File: config.mk
export PLATFORM = sky130hd
export DESIGN_NAME = calendar_time_add_subtract_unit
export DESIGN_NICKNAME = d
export VERILOG_FILES = /design/src/sv/cta_pkg.sv /design/src/sv/calendar_time_add_subtract_unit.sv /design/src/sv/cta_ctrl.sv /design/src/sv/cta_datapath.sv
export SDC_FILE = /design/constraint.sdc
export NUM_CORES = 1
export LEC_CHECK = 0
export ABC_CLOCK_PERIOD_IN_PS = 24700
export BUFFER_PORTS_ARGS = -buffer_cell sky130_fd_sc_hd__buf_4
export CAP_MARGIN = 40
export CORE_MARGIN = 2
export CORE_UTILIZATION = 60
export CTS_CLUSTER_DIAMETER = 50
export CTS_CLUSTER_SIZE = 40
export DETAILED_ROUTE_END_ITERATION = 10
export MAX_ROUTING_LAYER = met4
export PLACE_DENSITY = 0.84
export SLEW_MARGIN = 15
export SYNTH_ARGS = -nofsm -noshare
export SYNTH_HDL_FRONTEND = slang
export SYNTH_SLANG_ARGS = --single-unit
export TNS_END_PERCENT = 50
File: constraint.sdc
create_clock -name clk -period 24.7 [get_ports clk]
set_clock_uncertainty 0.05 [all_clocks]
set_input_delay 4.94 -clock clk [delete_from_list [all_inputs] [get_ports clk]]
set_output_delay 4.94 -clock clk [all_outputs]
set_load 0.05 [all_outputs]
File: src/sv/cta_pkg.sv
package cta_pkg;

	// field widths
	localparam int YEAR_W = 14;
	localparam int MON_W  = 4;
	localparam int DAY_W  = 5;
	localparam int HOUR_W = 5;
	localparam int MIN_W  = 6;
	localparam int SEC_W  = 6;
	localparam int MS_W   = 10;
	localparam int WDAY_W = 3;

	// field limits
	localparam int YEAR_MAX = 9999;
	localparam int YEAR_MOD = 10000;
	localparam int MON_MAX  = 12;
	localparam int HOUR_MAX = 23;
	localparam int MIN_MAX  = 59;
	localparam int SEC_MAX  = 59;
	localparam int MS_MAX   = 999;
	localparam int WDAY_MAX = 6;
	localparam int WDAY_MOD = 7;

	// month walk limit in each direction
	localparam int WALK_MAX = 4;

	typedef enum logic [1:0] {
		CMD_LOAD = 2'd0,
		CMD_ADD  = 2'd1,
		CMD_SUB  = 2'd2,
		CMD_CMP  = 2'd3
	} cmd_t;

	typedef enum logic [1:0] {
		ST_IDLE,
		ST_CALC,
		ST_LEAP,
		ST_SETTLE
	} state_t;

	// controller to datapath
	typedef struct packed {
		logic take;
		logic calc;
		logic step;
		logic commit;
	} ctl_t;

	// datapath to controller
	typedef struct packed {
		logic step_need;
		logic out_free;
	} sts_t;

endpackage

File: src/sv/calendar_time_add_subtract_unit.sv
// channel   | dir | handshake            | payload
// ----------+-----+----------------------+-------------------------------------------
// input     | in  | in_valid / in_ready  | command, in_year .. in_week_day
// result    | out | out_valid / out_ready| out_year .. out_week_day, is_earlier, is_later
//
// an item goes through take, carry chain, year / 100 update and commit, with one
// month of the day walk per step before the commit; the month walk loop sets the range
// reset clears the stored value to year 0, January 1, 00:00:00.000, week day 0
// the result sits in an output register; the next item is taken and worked on
// while it waits, and only its commit waits for the output register to free
module calendar_time_add_subtract_unit
	import cta_pkg::*;
(
	input  logic                clk,
	input  logic                arst_n,
	input  logic                in_valid,
	output logic                in_ready,
	input  logic [1:0]          command,
	input  logic [YEAR_W-1:0]   in_year,
	input  logic [MON_W-1:0]    in_month,
	input  logic [DAY_W-1:0]    in_day,
	input  logic [HOUR_W-1:0]   in_hour,
	input  logic [MIN_W-1:0]    in_minute,
	input  logic [SEC_W-1:0]    in_second,
	input  logic [MS_W-1:0]     in_millis,
	input  logic [WDAY_W-1:0]   in_week_day,
	output logic                out_valid,
	input  logic                out_ready,
	output logic [YEAR_W-1:0]   out_year,
	output logic [MON_W-1:0]    out_month,
	output logic [DAY_W-1:0]    out_day,
	output logic [HOUR_W-1:0]   out_hour,
	output logic [MIN_W-1:0]    out_minute,
	output logic [SEC_W-1:0]    out_second,
	output logic [MS_W-1:0]     out_millis,
	output logic [WDAY_W-1:0]   out_week_day,
	output logic                is_earlier,
	output logic                is_later
);

	ctl_t ctl;
	sts_t sts;

	// sequencer
	cta_ctrl u_ctrl (
		.clk      (clk),
		.arst_n   (arst_n),
		.in_valid (in_valid),
		.in_ready (in_ready),
		.sts      (sts),
		.ctl      (ctl)
	);

	// date-time registers and arithmetic
	cta_datapath u_datapath (
		.clk          (clk),
		.arst_n       (arst_n),
		.ctl          (ctl),
		.sts          (sts),
		.command      (command),
		.in_year      (in_year),
		.in_month     (in_month),
		.in_day       (in_day),
		.in_hour      (in_hour),
		.in_minute    (in_minute),
		.in_second    (in_second),
		.in_millis    (in_millis),
		.in_week_day  (in_week_day),
		.out_ready    (out_ready),
		.out_valid    (out_valid),
		.out_year     (out_year),
		.out_month    (out_month),
		.out_day      (out_day),
		.out_hour     (out_hour),
		.out_minute   (out_minute),
		.out_second   (out_second),
		.out_millis   (out_millis),
		.out_week_day (out_week_day),
		.is_earlier   (is_earlier),
		.is_later     (is_later)
	);

endmodule

File: src/sv/cta_ctrl.sv
module cta_ctrl
	import cta_pkg::*;
(
	input  logic   clk,
	input  logic   arst_n,
	input  logic   in_valid,
	output logic   in_ready,
	input  sts_t   sts,
	output ctl_t   ctl
);

	state_t state_q;
	state_t state_nxt;

	// state register
	always_ff @(posedge clk or negedge arst_n) begin
		if (!arst_n) begin
			state_q <= ST_IDLE;
		end else begin
			state_q <= state_nxt;
		end
	end

	// next state
	always_comb begin
		state_nxt = state_q;
		unique case (state_q)
			ST_IDLE: begin
				if (in_valid) begin
					state_nxt = ST_CALC;
				end
			end
			ST_CALC: begin
				state_nxt = ST_LEAP;
			end
			ST_LEAP: begin
				state_nxt = ST_SETTLE;
			end
			ST_SETTLE: begin
				if (!sts.step_need && sts.out_free) begin
					state_nxt = ST_IDLE;
				end
			end
			default: begin
				state_nxt = ST_IDLE;
			end
		endcase
	end

	// command outputs
	always_comb begin
		in_ready   = 1'b0;
		ctl        = '0;
		unique case (state_q)
			ST_IDLE: begin
				in_ready = 1'b1;
				ctl.take = in_valid;
			end
			ST_CALC: begin
				ctl.calc = 1'b1;
			end
			ST_LEAP: begin
			end
			ST_SETTLE: begin
				ctl.step   = sts.step_need;
				ctl.commit = !sts.step_need && sts.out_free;
			end
			default: begin
			end
		endcase
	end

	// controller checks
	a_take_idle: assert property (@(posedge clk) disable iff (!arst_n)
		ctl.take |=> state_q == ST_CALC)
		else $error("transfer taken but no compute cycle followed");

	a_commit_excl: assert property (@(posedge clk) disable iff (!arst_n)
		!(ctl.commit && ctl.step))
		else $error("commit and month step in the same cycle");

endmodule

File: src/sv/cta_datapath.sv
module cta_datapath
	import cta_pkg::*;
(
	input  logic                clk,
	input  logic                arst_n,
	input  ctl_t                ctl,
	output sts_t                sts,
	input  logic [1:0]          command,
	input  logic [YEAR_W-1:0]   in_year,
	input  logic [MON_W-1:0]    in_month,
	input  logic [DAY_W-1:0]    in_day,
	input  logic [HOUR_W-1:0]   in_hour,
	input  logic [MIN_W-1:0]    in_minute,
	input  logic [SEC_W-1:0]    in_second,
	input  logic [MS_W-1:0]     in_millis,
	input  logic [WDAY_W-1:0]   in_week_day,
	input  logic                out_ready,
	output logic                out_valid,
	output logic [YEAR_W-1:0]   out_year,
	output logic [MON_W-1:0]    out_month,
	output logic [DAY_W-1:0]    out_day,
	output logic [HOUR_W-1:0]   out_hour,
	output logic [MIN_W-1:0]    out_minute,
	output logic [SEC_W-1:0]    out_second,
	output logic [MS_W-1:0]     out_millis,
	output logic [WDAY_W-1:0]   out_week_day,
	output logic                is_earlier,
	output logic                is_later
);

	localparam int PACK_W = YEAR_W + MON_W + DAY_W + HOUR_W + MIN_W + SEC_W + MS_W;

	function automatic logic [DAY_W-1:0] month_days(input logic [MON_W-1:0] mo,
		input logic lp);
		logic [DAY_W-1:0] n;
		begin
			case (mo)
				4'd2:    n = lp ? 5'd29 : 5'd28;
				4'd4,
				4'd6,
				4'd9,
				4'd11:   n = 5'd30;
				default: n = 5'd31;
			endcase
			return n;
		end
	endfunction

	// stored date-time, also the working registers during an item
	logic [YEAR_W-1:0]  yr_q;
	logic [MON_W-1:0]   mo_q;
	logic signed [7:0]  day_q;
	logic [HOUR_W-1:0]  hr_q;
	logic [MIN_W-1:0]   mi_q;
	logic [SEC_W-1:0]   se_q;
	logic [MS_W-1:0]    ms_q;
	logic [WDAY_W-1:0]  wk_q;

	// latched command and input fields, all but the day saturated
	cmd_t               op_q;
	logic [YEAR_W-1:0]  dyr_q;
	logic [MON_W-1:0]   dmo_q;
	logic [DAY_W-1:0]   dd_q;
	logic [HOUR_W-1:0]  dhr_q;
	logic [MIN_W-1:0]   dmi_q;
	logic [SEC_W-1:0]   dse_q;
	logic [MS_W-1:0]    dms_q;
	logic [WDAY_W-1:0]  dwk_q;
	logic               earlier_q;
	logic               later_q;

	// month walk counters and year / 100
	logic [2:0]         bcnt_q;
	logic [2:0]         fcnt_q;
	logic [6:0]         q100_q;

	// result register
	logic               out_valid_q;
	logic [YEAR_W-1:0]  out_year_q;
	logic [MON_W-1:0]   out_month_q;
	logic [DAY_W-1:0]   out_day_q;
	logic [HOUR_W-1:0]  out_hour_q;
	logic [MIN_W-1:0]   out_minute_q;
	logic [SEC_W-1:0]   out_second_q;
	logic [MS_W-1:0]    out_millis_q;
	logic [WDAY_W-1:0]  out_week_day_q;
	logic               is_earlier_q;
	logic               is_later_q;

	// input side: saturation and compare
	logic [PACK_W-1:0]  cur_pack;
	logic [PACK_W-1:0]  given;
	cmd_t               cmd_in;
	logic [WDAY_W-1:0]  wk_sat;

	assign cur_pack = {yr_q, mo_q, day_q[DAY_W-1:0], hr_q, mi_q, se_q, ms_q};
	assign given  = {in_year, in_month, in_day, in_hour, in_minute, in_second, in_millis};
	assign cmd_in = cmd_t'(command);

	// week day: load takes it modulo 7, a duration saturates at 6
	always_comb begin
		if (in_week_day == WDAY_W'(WDAY_MOD)) begin
			wk_sat = (cmd_in == CMD_LOAD) ? '0 : WDAY_W'(WDAY_MAX);
		end else begin
			wk_sat = in_week_day;
		end
	end

	// leap year from year and registered year / 100
	logic [25:0]        q100_prod;
	logic               rem_zero;
	logic               leap;

	assign q100_prod = 26'(yr_q) * 26'd5243;
	assign rem_zero  = yr_q == (YEAR_W'(q100_q) * YEAR_W'(100));
	assign leap      = (yr_q[1:0] == 2'b00) && (!rem_zero || (q100_q[1:0] == 2'b00));

	// carry chain for add and subtract
	logic               is_sub;
	logic               arith;
	logic signed [11:0] v_ms;
	logic signed [7:0]  v_se;
	logic signed [7:0]  v_mi;
	logic signed [6:0]  v_hr;
	logic signed [7:0]  v_day;
	logic signed [4:0]  v_wk;
	logic signed [5:0]  v_mo;
	logic signed [15:0] v_yr;
	logic signed [1:0]  c_ms;
	logic signed [1:0]  c_se;
	logic signed [1:0]  c_mi;
	logic signed [1:0]  c_hr;
	logic signed [1:0]  c_mo;
	logic signed [11:0] x_ms;
	logic signed [7:0]  x_se;
	logic signed [7:0]  x_mi;
	logic signed [6:0]  x_hr;
	logic signed [7:0]  x_day;
	logic signed [4:0]  x_wk;
	logic signed [5:0]  x_mo;
	logic signed [15:0] x_yr;
	logic [MS_W-1:0]    n_ms;
	logic [SEC_W-1:0]   n_se;
	logic [MIN_W-1:0]   n_mi;
	logic [HOUR_W-1:0]  n_hr;
	logic [WDAY_W-1:0]  n_wk;
	logic [MON_W-1:0]   n_mo;
	logic [YEAR_W-1:0]  n_yr;

	assign is_sub = op_q == CMD_SUB;
	assign arith  = (op_q == CMD_ADD) || (op_q == CMD_SUB);

	always_comb begin
		x_ms  = $signed({2'b00, dms_q});
		x_se  = $signed({2'b00, dse_q});
		x_mi  = $signed({2'b00, dmi_q});
		x_hr  = $signed({2'b00, dhr_q});
		x_day = $signed({3'b000, dd_q});
		x_wk  = $signed({2'b00, dwk_q});
		x_mo  = $signed({2'b00, dmo_q});
		x_yr  = $signed({2'b00, dyr_q});

		// milliseconds
		v_ms = $signed({2'b00, ms_q}) + (is_sub ? -x_ms : x_ms);
		if (v_ms >= 12'sd1000) begin
			n_ms = MS_W'(v_ms - 12'sd1000);
			c_ms = 2'sd1;
		end else if (v_ms < 12'sd0) begin
			n_ms = MS_W'(v_ms + 12'sd1000);
			c_ms = -2'sd1;
		end else begin
			n_ms = v_ms[MS_W-1:0];
			c_ms = 2'sd0;
		end

		// seconds
		v_se = $signed({2'b00, se_q}) + (is_sub ? -x_se : x_se) + c_ms;
		if (v_se >= 8'sd60) begin
			n_se = SEC_W'(v_se - 8'sd60);
			c_se = 2'sd1;
		end else if (v_se < 8'sd0) begin
			n_se = SEC_W'(v_se + 8'sd60);
			c_se = -2'sd1;
		end else begin
			n_se = v_se[SEC_W-1:0];
			c_se = 2'sd0;
		end

		// minutes
		v_mi = $signed({2'b00, mi_q}) + (is_sub ? -x_mi : x_mi) + c_se;
		if (v_mi >= 8'sd60) begin
			n_mi = MIN_W'(v_mi - 8'sd60);
			c_mi = 2'sd1;
		end else if (v_mi < 8'sd0) begin
			n_mi = MIN_W'(v_mi + 8'sd60);
			c_mi = -2'sd1;
		end else begin
			n_mi = v_mi[MIN_W-1:0];
			c_mi = 2'sd0;
		end

		// hours
		v_hr = $signed({2'b00, hr_q}) + (is_sub ? -x_hr : x_hr) + c_mi;
		if (v_hr >= 7'sd24) begin
			n_hr = HOUR_W'(v_hr - 7'sd24);
			c_hr = 2'sd1;
		end else if (v_hr < 7'sd0) begin
			n_hr = HOUR_W'(v_hr + 7'sd24);
			c_hr = -2'sd1;
		end else begin
			n_hr = v_hr[HOUR_W-1:0];
			c_hr = 2'sd0;
		end

		// raw day and week day
		v_day = day_q + (is_sub ? -x_day : x_day) + c_hr;
		v_wk  = $signed({2'b00, wk_q}) + (is_sub ? -x_wk : x_wk) + c_hr;
		if (v_wk >= 5'sd7) begin
			n_wk = WDAY_W'(v_wk - 5'sd7);
		end else if (v_wk < 5'sd0) begin
			n_wk = WDAY_W'(v_wk + 5'sd7);
		end else begin
			n_wk = v_wk[WDAY_W-1:0];
		end

		// month moves by twelve
		v_mo = $signed({2'b00, mo_q}) + (is_sub ? -x_mo : x_mo);
		if (v_mo > 6'sd12) begin
			n_mo = MON_W'(v_mo - 6'sd12);
			c_mo = 2'sd1;
		end else if (v_mo <= 6'sd0) begin
			n_mo = MON_W'(v_mo + 6'sd12);
			c_mo = -2'sd1;
		end else begin
			n_mo = v_mo[MON_W-1:0];
			c_mo = 2'sd0;
		end

		// year modulo 10000
		v_yr = $signed({2'b00, yr_q}) + (is_sub ? -x_yr : x_yr) + c_mo;
		if (v_yr >= 16'sd10000) begin
			n_yr = YEAR_W'(v_yr - 16'sd10000);
		end else if (v_yr < 16'sd0) begin
			n_yr = YEAR_W'(v_yr + 16'sd10000);
		end else begin
			n_yr = v_yr[YEAR_W-1:0];
		end
	end

	// month walk for the day
	logic [MON_W-1:0]   prev_mo;
	logic [YEAR_W-1:0]  prev_yr;
	logic [MON_W-1:0]   next_mo;
	logic [YEAR_W-1:0]  next_yr;
	logic [DAY_W-1:0]   len_cur;
	logic [DAY_W-1:0]   len_prev;
	logic               back_need;
	logic               fwd_need;
	logic [DAY_W-1:0]   fin_day;

	always_comb begin
		if (mo_q <= MON_W'(1)) begin
			prev_mo = MON_W'(MON_MAX);
			prev_yr = (yr_q == '0) ? YEAR_W'(YEAR_MAX) : yr_q - YEAR_W'(1);
		end else begin
			prev_mo = mo_q - MON_W'(1);
			prev_yr = yr_q;
		end
		if (mo_q >= MON_W'(MON_MAX)) begin
			next_mo = MON_W'(1);
			next_yr = (yr_q == YEAR_W'(YEAR_MAX)) ? '0 : yr_q + YEAR_W'(1);
		end else begin
			next_mo = mo_q + MON_W'(1);
			next_yr = yr_q;
		end
		// only March looks back into February, which is in the same year
		len_cur  = month_days(mo_q, leap);
		len_prev = month_days(prev_mo, leap);

		back_need = arith && (day_q <= 8'sd0) && (bcnt_q < 3'(WALK_MAX));
		fwd_need  = arith && !back_need && (day_q > $signed({3'b000, len_cur}))
			&& (fcnt_q < 3'(WALK_MAX));

		if (op_q == CMD_LOAD) begin
			fin_day = (day_q > $signed({3'b000, len_cur})) ? len_cur : day_q[DAY_W-1:0];
		end else if (arith && (day_q < 8'sd1)) begin
			fin_day = DAY_W'(1);
		end else begin
			fin_day = day_q[DAY_W-1:0];
		end
	end

	assign sts.step_need = back_need || fwd_need;
	assign sts.out_free  = !out_valid_q || out_ready;

	// stored value, walk counters and result handshake
	always_ff @(posedge clk or negedge arst_n) begin
		if (!arst_n) begin
			yr_q        <= '0;
			mo_q        <= MON_W'(1);
			day_q       <= 8'sd1;
			hr_q        <= '0;
			mi_q        <= '0;
			se_q        <= '0;
			ms_q        <= '0;
			wk_q        <= '0;
			bcnt_q      <= '0;
			fcnt_q      <= '0;
			q100_q      <= '0;
			out_valid_q <= 1'b0;
		end else begin
			q100_q <= q100_prod[25:19];
			if (ctl.calc) begin
				bcnt_q <= '0;
				fcnt_q <= '0;
				if (op_q == CMD_LOAD) begin
					yr_q  <= dyr_q;
					mo_q  <= (dmo_q == '0) ? MON_W'(1) : dmo_q;
					day_q <= (dd_q == '0) ? 8'sd1 : $signed({3'b000, dd_q});
					hr_q  <= dhr_q;
					mi_q  <= dmi_q;
					se_q  <= dse_q;
					ms_q  <= dms_q;
					wk_q  <= dwk_q;
				end else if (arith) begin
					yr_q  <= n_yr;
					mo_q  <= n_mo;
					day_q <= v_day;
					hr_q  <= n_hr;
					mi_q  <= n_mi;
					se_q  <= n_se;
					ms_q  <= n_ms;
					wk_q  <= n_wk;
				end
			end
			if (ctl.step) begin
				if (back_need) begin
					mo_q   <= prev_mo;
					yr_q   <= prev_yr;
					day_q  <= day_q + $signed({3'b000, len_prev});
					bcnt_q <= bcnt_q + 3'd1;
				end else begin
					mo_q   <= next_mo;
					yr_q   <= next_yr;
					day_q  <= day_q - $signed({3'b000, len_cur});
					fcnt_q <= fcnt_q + 3'd1;
				end
			end
			if (ctl.commit) begin
				day_q       <= $signed({3'b000, fin_day});
				out_valid_q <= 1'b1;
			end else if (out_ready) begin
				out_valid_q <= 1'b0;
			end
		end
	end

	// input latch and result payload
	always_ff @(posedge clk) begin
		if (ctl.take) begin
			op_q      <= cmd_in;
			dyr_q     <= (in_year > YEAR_W'(YEAR_MAX)) ? YEAR_W'(YEAR_MAX) : in_year;
			dmo_q     <= (in_month > MON_W'(MON_MAX)) ? MON_W'(MON_MAX) : in_month;
			dd_q      <= in_day;
			dhr_q     <= (in_hour > HOUR_W'(HOUR_MAX)) ? HOUR_W'(HOUR_MAX) : in_hour;
			dmi_q     <= (in_minute > MIN_W'(MIN_MAX)) ? MIN_W'(MIN_MAX) : in_minute;
			dse_q     <= (in_second > SEC_W'(SEC_MAX)) ? SEC_W'(SEC_MAX) : in_second;
			dms_q     <= (in_millis > MS_W'(MS_MAX)) ? MS_W'(MS_MAX) : in_millis;
			dwk_q     <= wk_sat;
			earlier_q <= cur_pack < given;
			later_q   <= cur_pack > given;
		end
		if (ctl.commit) begin
			out_year_q     <= yr_q;
			out_month_q    <= mo_q;
			out_day_q      <= fin_day;
			out_hour_q     <= hr_q;
			out_minute_q   <= mi_q;
			out_second_q   <= se_q;
			out_millis_q   <= ms_q;
			out_week_day_q <= wk_q;
			is_earlier_q   <= earlier_q;
			is_later_q     <= later_q;
		end
	end

	assign out_valid    = out_valid_q;
	assign out_year     = out_year_q;
	assign out_month    = out_month_q;
	assign out_day      = out_day_q;
	assign out_hour     = out_hour_q;
	assign out_minute   = out_minute_q;
	assign out_second   = out_second_q;
	assign out_millis   = out_millis_q;
	assign out_week_day = out_week_day_q;
	assign is_earlier   = is_earlier_q;
	assign is_later     = is_later_q;

	// datapath checks
	a_commit_valid: assert property (@(posedge clk) disable iff (!arst_n)
		ctl.commit |=> out_valid_q)
		else $error("result not presented after commit");

	a_day_fits: assert property (@(posedge clk) disable iff (!arst_n)
		ctl.commit |=> (day_q >= 8'sd1) && (day_q <= $signed({3'b000, len_cur})))
		else $error("stored day outside its month after commit");

	a_month_range: assert property (@(posedge clk) disable iff (!arst_n)
		ctl.commit |=> (mo_q >= MON_W'(1)) && (mo_q <= MON_W'(MON_MAX)))
		else $error("stored month out of range after commit");

	a_order_flags: assert property (@(posedge clk) disable iff (!arst_n)
		out_valid_q |-> !(is_earlier_q && is_later_q))
		else $error("result flagged both earlier and later");

endmodule
# ---- After elaboration in Yosys (flattened, before gate mapping)
# Index checks and enable logic that the tools add are counted.
dict set report totals {
  word_cells 257
  reg_bits 184
  input_bits 59
}
dict set report classes {
  n_mux 89
  multipliers 2
  n_addsub 44
  reduce_logical 37
  n_lt_le_gt_ge 29
  n_eq_ne 22
}
# operator count
set op_table {}
lappend op_table {{two-way mux 14 bit} 11}
lappend op_table {{two-way mux 8 bit} 9}
lappend op_table {{two-way mux 6 bit} 9}
lappend op_table {{greater-than comparator 50 bit} 1}
lappend op_table {{less-than comparator 50 bit} 1}
lappend op_table {{two-way mux 5 bit} 9}
lappend op_table {{two-way mux 10 bit} 4}
lappend op_table {{two-way mux 4 bit} 10}
lappend op_table {{two-way mux 3 bit} 12}
lappend op_table {{multiplier 14 x 13 -> 26 bit, second input constant} 1}
lappend op_table {{two-way mux 2 bit} 13}
lappend op_table {{adder 8 x 2 -> 8 bit} 3}
lappend op_table {{case mux 5 bit (2 select lines)} 2}
lappend op_table {{adder 15 x 16 -> 16 bit} 1}
lappend op_table {{adder 16 x 2 -> 16 bit} 1}
lappend op_table {{adder 7 x 8 -> 8 bit} 2}
lappend op_table {{== test 4 x 3 -> 1 bit, second input constant} 4}
lappend op_table {{== test 4 bit, second input constant} 4}
lappend op_table {{>= comparator 16 x 15 -> 1 bit, second input constant} 1}
lappend op_table {{>= comparator 8 x 7 -> 1 bit, second input constant} 2}
lappend op_table {{less-than comparator 16 x 1 -> 1 bit, second input constant} 1}
lappend op_table {{less-than comparator 8 x 1 -> 1 bit, second input constant} 2}
lappend op_table {{two-way mux 16 bit} 1}
lappend op_table {{negator 14 -> 16 bit} 1}
lappend op_table {{78 further kinds} 118}

# ---- Depth between registers and ports, before layout
# Gate-level depths: netlist of run 1.
dict set report logic_depth {
  depth_word 24
  depth_mapped 58
  depth_no_buf 55
}

# ---- By module
# From an unflattened synthesis of run 1, not the netlist that was laid out.
dict set report unflattened {
  cells_unflattened 2182
  hier_area_um2 20318.2
}
# module cells_each n_inst area_per_inst_um2
set modules_own_cells {}
lappend modules_own_cells {cta_datapath 2163 1 20128.1}
lappend modules_own_cells {cta_ctrl 19 1 190.2}

# ---- Least setup slack after synthesis of run 1
# No wires, ideal clock.
dict set report synth_timing {
  kind {register to register}
  startpoint {register u_datapath.op_q[0]}
  endpoint {register u_datapath.day_q[7]}
  arrival_time_ns 13.137
  path_stages_with_launch 56
  period_less_slack_ns 13.307
  n_path_buf 3
  slack_ns 11.393
  path_cell_list {edfxtp_1 > inv_1 > ha_1 > buf_2 > clkbuf_1 > buf_1 > o21ai_0 > fa_1 > a21o_1 > a21oi_1 > xnor2_1 > inv_2 > a22oi_1 > o221ai_1 > nor3b_1 > a31oi_1 > nand2_1 > fa_1 > [20 not listed] > a21oi_1 > o21bai_1 > a21oi_1 > xnor2_1 > xnor2_1 > xnor3_2 > fa_1 > inv_1 > ha_1 > fa_1 > a21o_1 > a21o_1 > a21o_1 > a21oi_1 > xnor2_1 > xnor2_1 > nor2_1 > o211a_1}
}
dict set report synth_between {
  elab_chain_cells 24
  elab_cells_between_ends 53
  classes_between {add/sub (9); order compare (8); eq/ne (2); mux (20); reduce/logical (14)}
}
# element line
set synth_rtl {}
lappend synth_rtl {{from (decl)} cta_datapath.sv:60} ;# cmd_t op_q;
lappend synth_rtl {{from (signal assigned)} cta_datapath.sv:361} ;# op_q <= cmd_in;
lappend synth_rtl {{== test 2 bit} {cta_datapath.sv:150, cta_datapath.sv:151}}
lappend synth_rtl {{two-way mux 12 bit} cta_datapath.sv:164} ;# v_ms = $signed({2'b00, ms_q}) + (is_sub ? -x_ms : x_ms);
lappend synth_rtl {{adder 11 x 12 -> 12 bit} cta_datapath.sv:164}
lappend synth_rtl {{less-than comparator 12 x 1 -> 1 bit} cta_datapath.sv:168} ;# end else if (v_ms < 12'sd0) begin
lappend synth_rtl {{two-way mux 2 bit} cta_datapath.sv:168}
lappend synth_rtl {{two-way mux 2 bit} cta_datapath.sv:165} ;# if (v_ms >= 12'sd1000) begin
lappend synth_rtl {{adder 8 x 2 -> 8 bit} cta_datapath.sv:177} ;# v_se = $signed({2'b00, se_q}) + (is_sub ? -x_se : x_se) + c_ms;
lappend synth_rtl {{less-than comparator 8 x 1 -> 1 bit} cta_datapath.sv:181} ;# end else if (v_se < 8'sd0) begin
lappend synth_rtl {{[8 not listed]} --}
lappend synth_rtl {{two-way mux 2 bit} cta_datapath.sv:207} ;# end else if (v_hr < 7'sd0) begin
lappend synth_rtl {{two-way mux 2 bit} cta_datapath.sv:204} ;# if (v_hr >= 7'sd24) begin
lappend synth_rtl {{adder 8 x 2 -> 8 bit} cta_datapath.sv:216} ;# v_day = day_q + (is_sub ? -x_day : x_day) + c_hr;
lappend synth_rtl {{two-way mux 8 bit} cta_datapath.sv:325} ;# end else if (arith) begin
lappend synth_rtl {{two-way mux 8 bit} cta_datapath.sv:316} ;# if (op_q == CMD_LOAD) begin
lappend synth_rtl {{two-way mux 8 bit} cta_datapath.sv:313} ;# if (ctl.calc) begin
lappend synth_rtl {{two-way mux 8 bit} cta_datapath.sv:336} ;# if (ctl.step) begin
lappend synth_rtl {{two-way mux 8 bit} cta_datapath.sv:349} ;# if (ctl.commit) begin
lappend synth_rtl {{to (signal assigned)} cta_datapath.sv:319} ;# day_q <= (dd_q == '0) ? 8'sd1 : $signed({3'b000, dd_q});
lappend synth_rtl {{to (signal assigned)} cta_datapath.sv:340} ;# day_q <= day_q + $signed({3'b000, len_prev});
lappend synth_rtl {{to (signal assigned)} cta_datapath.sv:350} ;# day_q <= $signed({3'b000, fin_day});
lappend synth_rtl {{to (decl)} cta_datapath.sv:52} ;# logic signed [7:0] day_q;
# Parallel ways exist; a longest one is shown, timed or not. The select of a mux whose other input is x is not followed.
# A chain may end at the register's enable or synchronous reset.

# ---- Worst setup path in the final report of run 1
# Ends and elaborated chain as after synthesis.

==> out/results.txt, run 1 <==
The flow ran to the end, and the final reports show no timing, DRC or antenna violations. Each instance of the synthesized netlist takes up on average 9.54 um^2. The run gives 16.1k as the number of global-route vias before repair. The final number of max-transition violations came out at 0.

After clock tree synthesis, the repair step resized 0 gates. The synthesis-to-finish area growth is 9.55%. On the worst path, the slowest cell contributes a delay of 650 ps. Summing all placed instances gives a cell area of 0.0211 mm^2.

Synthesis produced a netlist with a net count of 2548. The logs give 37.9% for the met1 routing resource usage after global routing and 10430 ps for the worst slack at placement. For this block, the via count after detailed routing is 15.8k. The worst-case setup margin in the final layout was 10280 ps. The sum of net half-perimeters after detailed placement was 37900 um; the global route total overflow was 0.

The row count was 66. The cell occurring most often along the worst timing path was fa_1. The global routing stage identified its most utilized layer as met2. The fraction of synthesized cell area taken by the top area cell type is 19.4%, and the final worst-path cycle share is 58.4%. The run gives 0 as the Yosys warning count. For this block, the initial DRC count from the detailed router was 1248.

The worst setup path is captured at a flip-flop. Buffer type at the clock tree root: clkbuf_16. The number of hold buffers added after cts is 0, and the depth of the worst hold-timing path is 0.

For this run, asynchronously set or reset flops after synthesis account for 39.1%. Part of the Yosys area used for sequential elements: 26.1%. Measured along the y axis, the die boundary spans 186 um. Derived from the worst setup path, the maximum achievable clock frequency is 69.4 MHz.

For the number of library cell types mapped by synthesis, the log shows 98. The congestion estimate from routability-driven global placement came to 0.937. Setup violations remaining at the end of the flow were counted as 0. Routed wire length per instance: 18.9 um. For flop-to-flop paths, the worst setup slack is 10280 ps. The finished cells cover 0.0217 mm^2. Summing every instance area after synthesis gives 0.0198 mm^2.

In the global route stage, overall resource usage came out at 30.7%. The pre-antenna-repair detailed-routing pass consisted of 5 iterations. The tools report the total length of routed wires as 49300 um. For the number of setup buffers added after CTS, the log shows 0. The deepest level of the CTS H-tree was 4; the relative max-transition margin was 41.8%. Setup repair after global routing left no endpoint under its margin.

The floorplan step defined a die boundary enclosing 0.0344 mm^2. The register bit count reported by yosys was 184; the initial antenna violation count was 0. Of all cell types, the one taking the most synthesized area is ha_1. The largest individual stage delay along the critical path comes from the cell xnor2_2. The source of the worst hold timing path was u_datapath.later_q. The number of cell instances on the worst register-to-register path was 53. The first global-routing pass estimated 80600 um of wire.

The routing usage on met3 is 3.78%. After routing, the total negative slack on setup checks comes to 0 ps. The final period demand of the worst path is 14420 ps. The worst setup path is of the flip-flop to flip-flop kind. For this run, global-route usage on met2 was measured as 50.1%. The number of antenna diodes in the final layout is 0.

The logs give 2613 for the final cell count without fillers and 82 for the pin count of the biggest net entering global routing. STA puts the critical path data arrival time at 14720 ps. The count of endpoints failing hold in the final timing report is 0.

The TritonCTS buffer count was 17. Ranked by total cell area, the synthesized netlist is headed by ha_1 19%, edfxtp_1 17%, fa_1 11%. The placed instance count was 2580. The maximum root-to-sink buffer count is 2, and the number of enable-type register cells in the synthesized netlist is 112. The post-route netlist has 9.53% of its cells at a drive strength greater than 1. Along the worst path, the maximum fanout reaches 52.

The clock transition at the registers of the reported paths works out to 80 ps. Residual antenna-violating net count after detailed routing: 0. Among all flip-flop cells after synthesis, the most frequent one is edfxtp_1. The max capacitance violation total was 0; the floorplan core area was 0.0325 mm^2.

The post-detailed-route via-to-cell ratio is 6.03. The run gives 0 as the post-route DRC violation count. Reg-to-reg critical path endpoint: u_datapath.day_q[7]. The startpoint class of the critical path was a flip-flop. In this run the count of I/O pins placed on the die edge is 116.

For the pin with the worst max-slew slack, the measured transition is 874 ps. Measured along the x axis, the die boundary spans 186 um. The number of buffer cells added on primary ports is 115. The worst register-to-register path begins at u_datapath.op_q[0]. The initial utilization of the core area, before any placement, comes to 60.9%. The clock reaches the later pin of the worst-skew pair after 470 ps. Counting every sink on the clock net gives 184.

Counting every instance in the synthesized netlist gives 2073. For the worst setup path, the data required time is 25000 ps. For hold timing, the worst endpoint is u_datapath.is_later. Class of the tightest hold or removal check: flip-flop to flip-flop.

The final layout net count is 2633. TritonCTS built the clock tree.
layout by cell type, fill, tap and decap left out, drive strengths merged, types with 52 or more instances in the layout:
master and n:
inv 320, ha 306, buf 130, nand2 128, o21ai 121, edfxtp 112
fa 110, a21oi 109, xnor2 109, nor2 91, dfrtp 70, a21o 52
synth_stat cells, types with 52 or more instances:
cell,count
dfrtp_1,70
inv_1,315
nor2_1,89
a21o_1,52
nand2_1,127
clkbuf_1,57
o21ai_0,116
a21oi_1,107
edfxtp_1,112
ha_1,306
fa_1,110
xnor2_1,103
how the worst max path moves through the flow:
stage	start	end	slack [ps]	cells past startpoint
after floorplan	u_datapath.op_q[0]	u_datapath.day_q[7]	11390	55
after global placement	u_datapath.op_q[0]	u_datapath.day_q[7]	10880	53
after detailed placement	u_datapath.op_q[0]	u_datapath.day_q[7]	10430	53
after CTS	u_datapath.op_q[0]	u_datapath.day_q[7]	10410	53
after global routing	u_datapath.op_q[0]	u_datapath.day_q[7]	9280	53
final	u_datapath.op_q[0]	u_datapath.day_q[7]	10280	53
cells by family after synthesis:
logic type,Yosys count,share of synthesized area [%]
adder cells (fa/ha/maj),416,30.5
flip-flops,184,26.1
buffers and inverters,382,7.34
AND/OR/NAND/NOR,432,10.9
AO/OA/AOI/OAI,466,15.7
XOR/XNOR,155,7.45
multiplexers,38,1.97
metal layers:
layer  part of all wire, %  vias to the layer above  routed length [um]
met5                     0                        -                   0
met4                   4.8                        0                2360
met3                   5.4                      159                2670
met2                    48                      608               23700
met1                    42                     7624               20600
li1                      -                     7372                   -
area by class of cell:
cell class	count	area (um^2)
flip-flops and latches	184	5170
fillers	2507	10800
inverters	318	1190
multi-input cells	1507	13200
clock inverters	11	125
well taps	442	553
clock buffers	21	440
repair buffers	130	1010
flip-flops by register name (all words and copies together), names as in the netlist, 4 cells and up:
name	cells
u_datapath.dmi_q	6
u_datapath.out_hour	5
u_datapath.day_q	8
u_datapath.dd_q	5
u_datapath.dse_q	6
u_datapath.out_day	5
u_datapath.hr_q	5
u_datapath.dmo_q	4
u_datapath.yr_q	14
u_datapath.mi_q	6
u_datapath.se_q	6
u_datapath.out_minute	6
u_datapath.q100_q	7
u_datapath.out_month	4
u_datapath.ms_q	10
u_datapath.out_year	14
u_datapath.out_second	6
u_datapath.dms_q	10
u_datapath.dyr_q	14
u_datapath.mo_q	4
u_datapath.out_millis	10
u_datapath.dhr_q	5
worst max-delay path: cells and delay by family (launching register included):
family / cells / cell delay (ps)
adders and majority gates: 13 / 4890
AOI/OAI and AO/OA: 21 / 4640
xor gates and xnor gates: 10 / 2760
buffers and inverters: 5 / 890
and+or+nand+nor: 4 / 620
DFF: 1 / 400
metrics by stage:
step | util (%) | hold slack, ps
after floorplan | - | 350
after global placement | 64.9 | 360
after detailed placement | 64.9 | 358
after CTS | 66.7 | 377
after global routing | 66.7 | 394
final | 66.7 | 379
Power of run 1 is left out: the tool's default activity adds up to more than one toggle a clock period on the data nets, which glitch-free logic cannot reach.
==> inputs of run 2 (changes only) <==
--- a/config.mk
+++ b/config.mk
@@ -5,16 +5,16 @@
 export SDC_FILE = /design/constraint.sdc
 export NUM_CORES = 1
 export LEC_CHECK = 0
-export ABC_CLOCK_PERIOD_IN_PS = 24700
+export ABC_CLOCK_PERIOD_IN_PS = 12800
 export BUFFER_PORTS_ARGS = -buffer_cell sky130_fd_sc_hd__buf_4
 export CAP_MARGIN = 40
 export CORE_MARGIN = 2
-export CORE_UTILIZATION = 60
+export CORE_UTILIZATION = 57
 export CTS_CLUSTER_DIAMETER = 50
 export CTS_CLUSTER_SIZE = 40
 export DETAILED_ROUTE_END_ITERATION = 10
 export MAX_ROUTING_LAYER = met4
-export PLACE_DENSITY = 0.84
+export PLACE_DENSITY = 0.83
 export SLEW_MARGIN = 15
 export SYNTH_ARGS = -nofsm -noshare
 export SYNTH_HDL_FRONTEND = slang
==> constraint.sdc (replaced) <==
create_clock -name clk -period 12.8 [get_ports clk]
set_clock_uncertainty 0.05 [all_clocks]
set_input_delay 2.56 -clock clk [delete_from_list [all_inputs] [get_ports clk]]
set_output_delay 2.56 -clock clk [all_outputs]
set_load 0.05 [all_outputs]
==> run 2 against run 1 <==
Effect of this change:
- via count grew 0.99%
- cell count grew 0.96%
- utilization decreased by 2.9 points
- non-clock buffer count increased by 12
- hold slack worse by 1.4 ps
- wire length increased by 1.8%
- global-route usage shrank 1.3 points
- sequential share of layout area is 0.30 points lower
- setup slack worse by 9600 ps
- maximum frequency increased by 19%
- die area up 5.1%
- flip-flop and latch count stayed put
- largest cell class unchanged
==> out/results.txt, run 2 (synthesis results as in run 1) <==
The flow ran to the end, and the final reports show no timing, DRC or antenna violations. The core occupancy in the finished layout was 63.8% (was 66.7%); the maximum fanout along the worst path was 14 (was 52). Worst setup path category: flip-flop to flip-flop (unchanged).

The worst-case setup margin in the final layout is 680 ps (was 10280 ps). Worst reg2reg path startpoint: u_datapath.op_q[0] (unchanged). The tools report the residual antenna-violating net count after detailed routing as 0 (unchanged). For the setup slack on the worst flop-to-flop path, the log shows 680 ps (was 10280 ps). The global route total overflow is 0 (unchanged), and the data required time at the worst endpoint is 13090 ps (was 25000 ps). Commonest cells after routing, fill and taps aside: 315 x inv_1, 304 x ha_1, 140 x buf_4, 127 x nand2_1, 113 x o21ai_0 (was 315 x inv_1, 304 x ha_1, 128 x buf_4, 127 x nand2_1, 115 x o21ai_0).

The clock transition at the registers of the reported paths is 80 ps (about the same). The kind of end point of the critical path was a flip-flop (unchanged). For the starting density of the core, the log shows 57.5% (was 60.9%). Number of top-level pins: 116 (unchanged). The logs give 0 (unchanged) for the post-route DRC violation count and 50200 um (was 49300 um) for the total length of routed wires. The class of the tightest hold or removal check was flip-flop to flip-flop (unchanged).

The last weighted congestion value of the routability-driven placer was 0.952 (was 0.937). The run gives 0 (unchanged) as the count of inserted antenna diode cells. The logs give 12410 ps (was 14720 ps) for the data arrival time at the worst-slack endpoint and 0 (unchanged) for the max capacitance violation total.

The run gives 2 (unchanged) as the maximum root-to-sink buffer count. The depth of the worst hold-timing path was 0 (unchanged). First-iteration detailed-routing DRC count: 1114 (was 1248). The number of buffer and inverter instances along the worst setup path is 7 (was 5). The final number of max-transition violations came out at 0 (unchanged). The tools report the number of hold buffers added after cts as 0 (unchanged). The tools report the buffer type at the clock tree root as clkbuf_16 (unchanged).

The final layout net count was 2645 (was 2633); the final period demand of the worst path was 12120 ps (was 14420 ps). The floorplan core area was 0.0344 mm^2 (was 0.0325 mm^2). The number of global-route vias before repair is 16.1k (about the same), and the aggregate global-route resource usage is 29.4% (was 30.7%).

The final worst-path cycle share came out at 94.7% (was 58.4%). The routed via count came out at 15.9k (was 15.8k). The run gives 58 (was 82) as the pin count of the biggest net entering global routing. The run gives 38.5% (was 41.8%) as the relative max-transition margin. The tools report the area enclosed by the die boundary as 0.0362 mm^2 (was 0.0344 mm^2). The tools report the reg-to-reg critical path endpoint as u_datapath.day_q[7] (unchanged). The die height came out at 190 um (was 186 um). The worst hold path endpoint was u_datapath.is_later (unchanged). For the fmax, the log shows 82.5 MHz (was 69.4 MHz). The worst slack at placement is -323 ps (was 10430 ps). The highest-delay cell along the critical path was fa_1 (was xnor2_2).

The final hold slack came out at 378 ps (was 379 ps). Row count: 68 (was 66). The run gives 81700 um (was 80600 um) as the global-route wire length before repair. The post-detailed-route via-to-cell ratio came out at 6.03 (about the same). The routed wire length per instance came out at 19.0 um (was 18.9 um).

The number of setup violations in the final report came out at 0 (unchanged). The run gives 5 (unchanged) as the number of detailed-route iterations in the first pass. The logs give 4 (unchanged) for the deepest level of the CTS H-tree and 460 ps (was 470 ps) for the clock latency on the worst-skew pair.

The delay of the slowest cell on the worst path is 560 ps (was 650 ps), and the number of cell instances on the worst register-to-register path is 52 (was 53). The number of buffer cells added on primary ports was 115 (unchanged); the share of layout cells above drive strength 1 was 10.9% (was 9.53%). The clock sink count came out at 184 (unchanged). The family of cells with the greatest summed delay on the critical path was adder cells (unchanged). The startpoint class of the critical path was a flip-flop (unchanged). TritonCTS built the clock tree. The run gives 2645 (was 2507) as the number of fill cells in the layout. Synthesis-to-finish area growth: 11.0% (was 9.55%). The total negative setup slack was 0 ps (unchanged); the transition at the pin with the smallest max-transition slack was 913 ps (was 874 ps).

The logs give 38900 um (was 37900 um) for the sum of net half-perimeters after detailed placement and 0 (unchanged) for the initial antenna violation count. The count of endpoints failing hold in the final timing report was 0 (unchanged). The run gives 17 (unchanged) as the TritonCTS buffer count.

The most common library cell in the layout ignoring fill and taps is inv_1 (unchanged). The source of the worst hold timing path was u_datapath.later_q (unchanged). The die outline width came out at 190 um (was 186 um).
## run 2: per-layer routing
metal  wire length [um]  global-route usage [%]
met1              20200                    35.3
met2              24600                    49.1
met3               2920                    3.37
met4               2460                    15.1
met5                  0                       -
## run 2: final cells by class
cell class	count	area, um^2	area share (%)
inverters	318	1190	5.44
flip-flops and latches	184	5170	23.6
clock buffers	18	450	2.05
well taps	455	569	2.59
multi-input cells	1507	13300	60.4
clock inverters	14	203	0.924
repair buffers	142	1100	5.01
## run 2: worst max-delay path by stage
stage,from,slack (ps),depth (start not counted),endpoint
detailed placement,u_datapath.op_q[0],-320,52,u_datapath.day_q[7]
CTS,u_datapath.op_q[0],80,52,u_datapath.day_q[7]
finish,u_datapath.op_q[0],680,52,u_datapath.day_q[7]
floorplan,u_datapath.op_q[0],60,54,u_datapath.day_q[7]
global route,u_datapath.dms_q[1],-50,53,u_datapath.day_q[7]
global placement,u_datapath.op_q[0],140,52,u_datapath.day_q[7]
## run 2: through the flow
step | instances | area [um^2]
global placement | 2594 | 21100
detailed placement | 2597 | 21200
CTS | 2634 | 21900
finish | 2638 | 21900
floorplan | 2073 | 19800
global route | 2638 | 21900
## run 2: worst reg2reg max path: cells and delay by family (launching register included)
family,cells,cell delay (ps)
adder cells (fa/ha/maj),11,4310
AO/OA/AOI/OAI,20,3810
flip-flops,1,400
multiplexers,1,160
buffers and inverters,7,860
AND/OR/NAND/NOR,3,370
XOR/XNOR,10,2060
## run 2: what timing repair did
item                       4_1_cts  5_1_grt
setup endpoints to repair        4        9
gates resized for setup          2       15
hold endpoints to repair         0        0
pin swaps                        1        3
buffers inserted                 5        4
Power of run 2 is left out for the same reason.
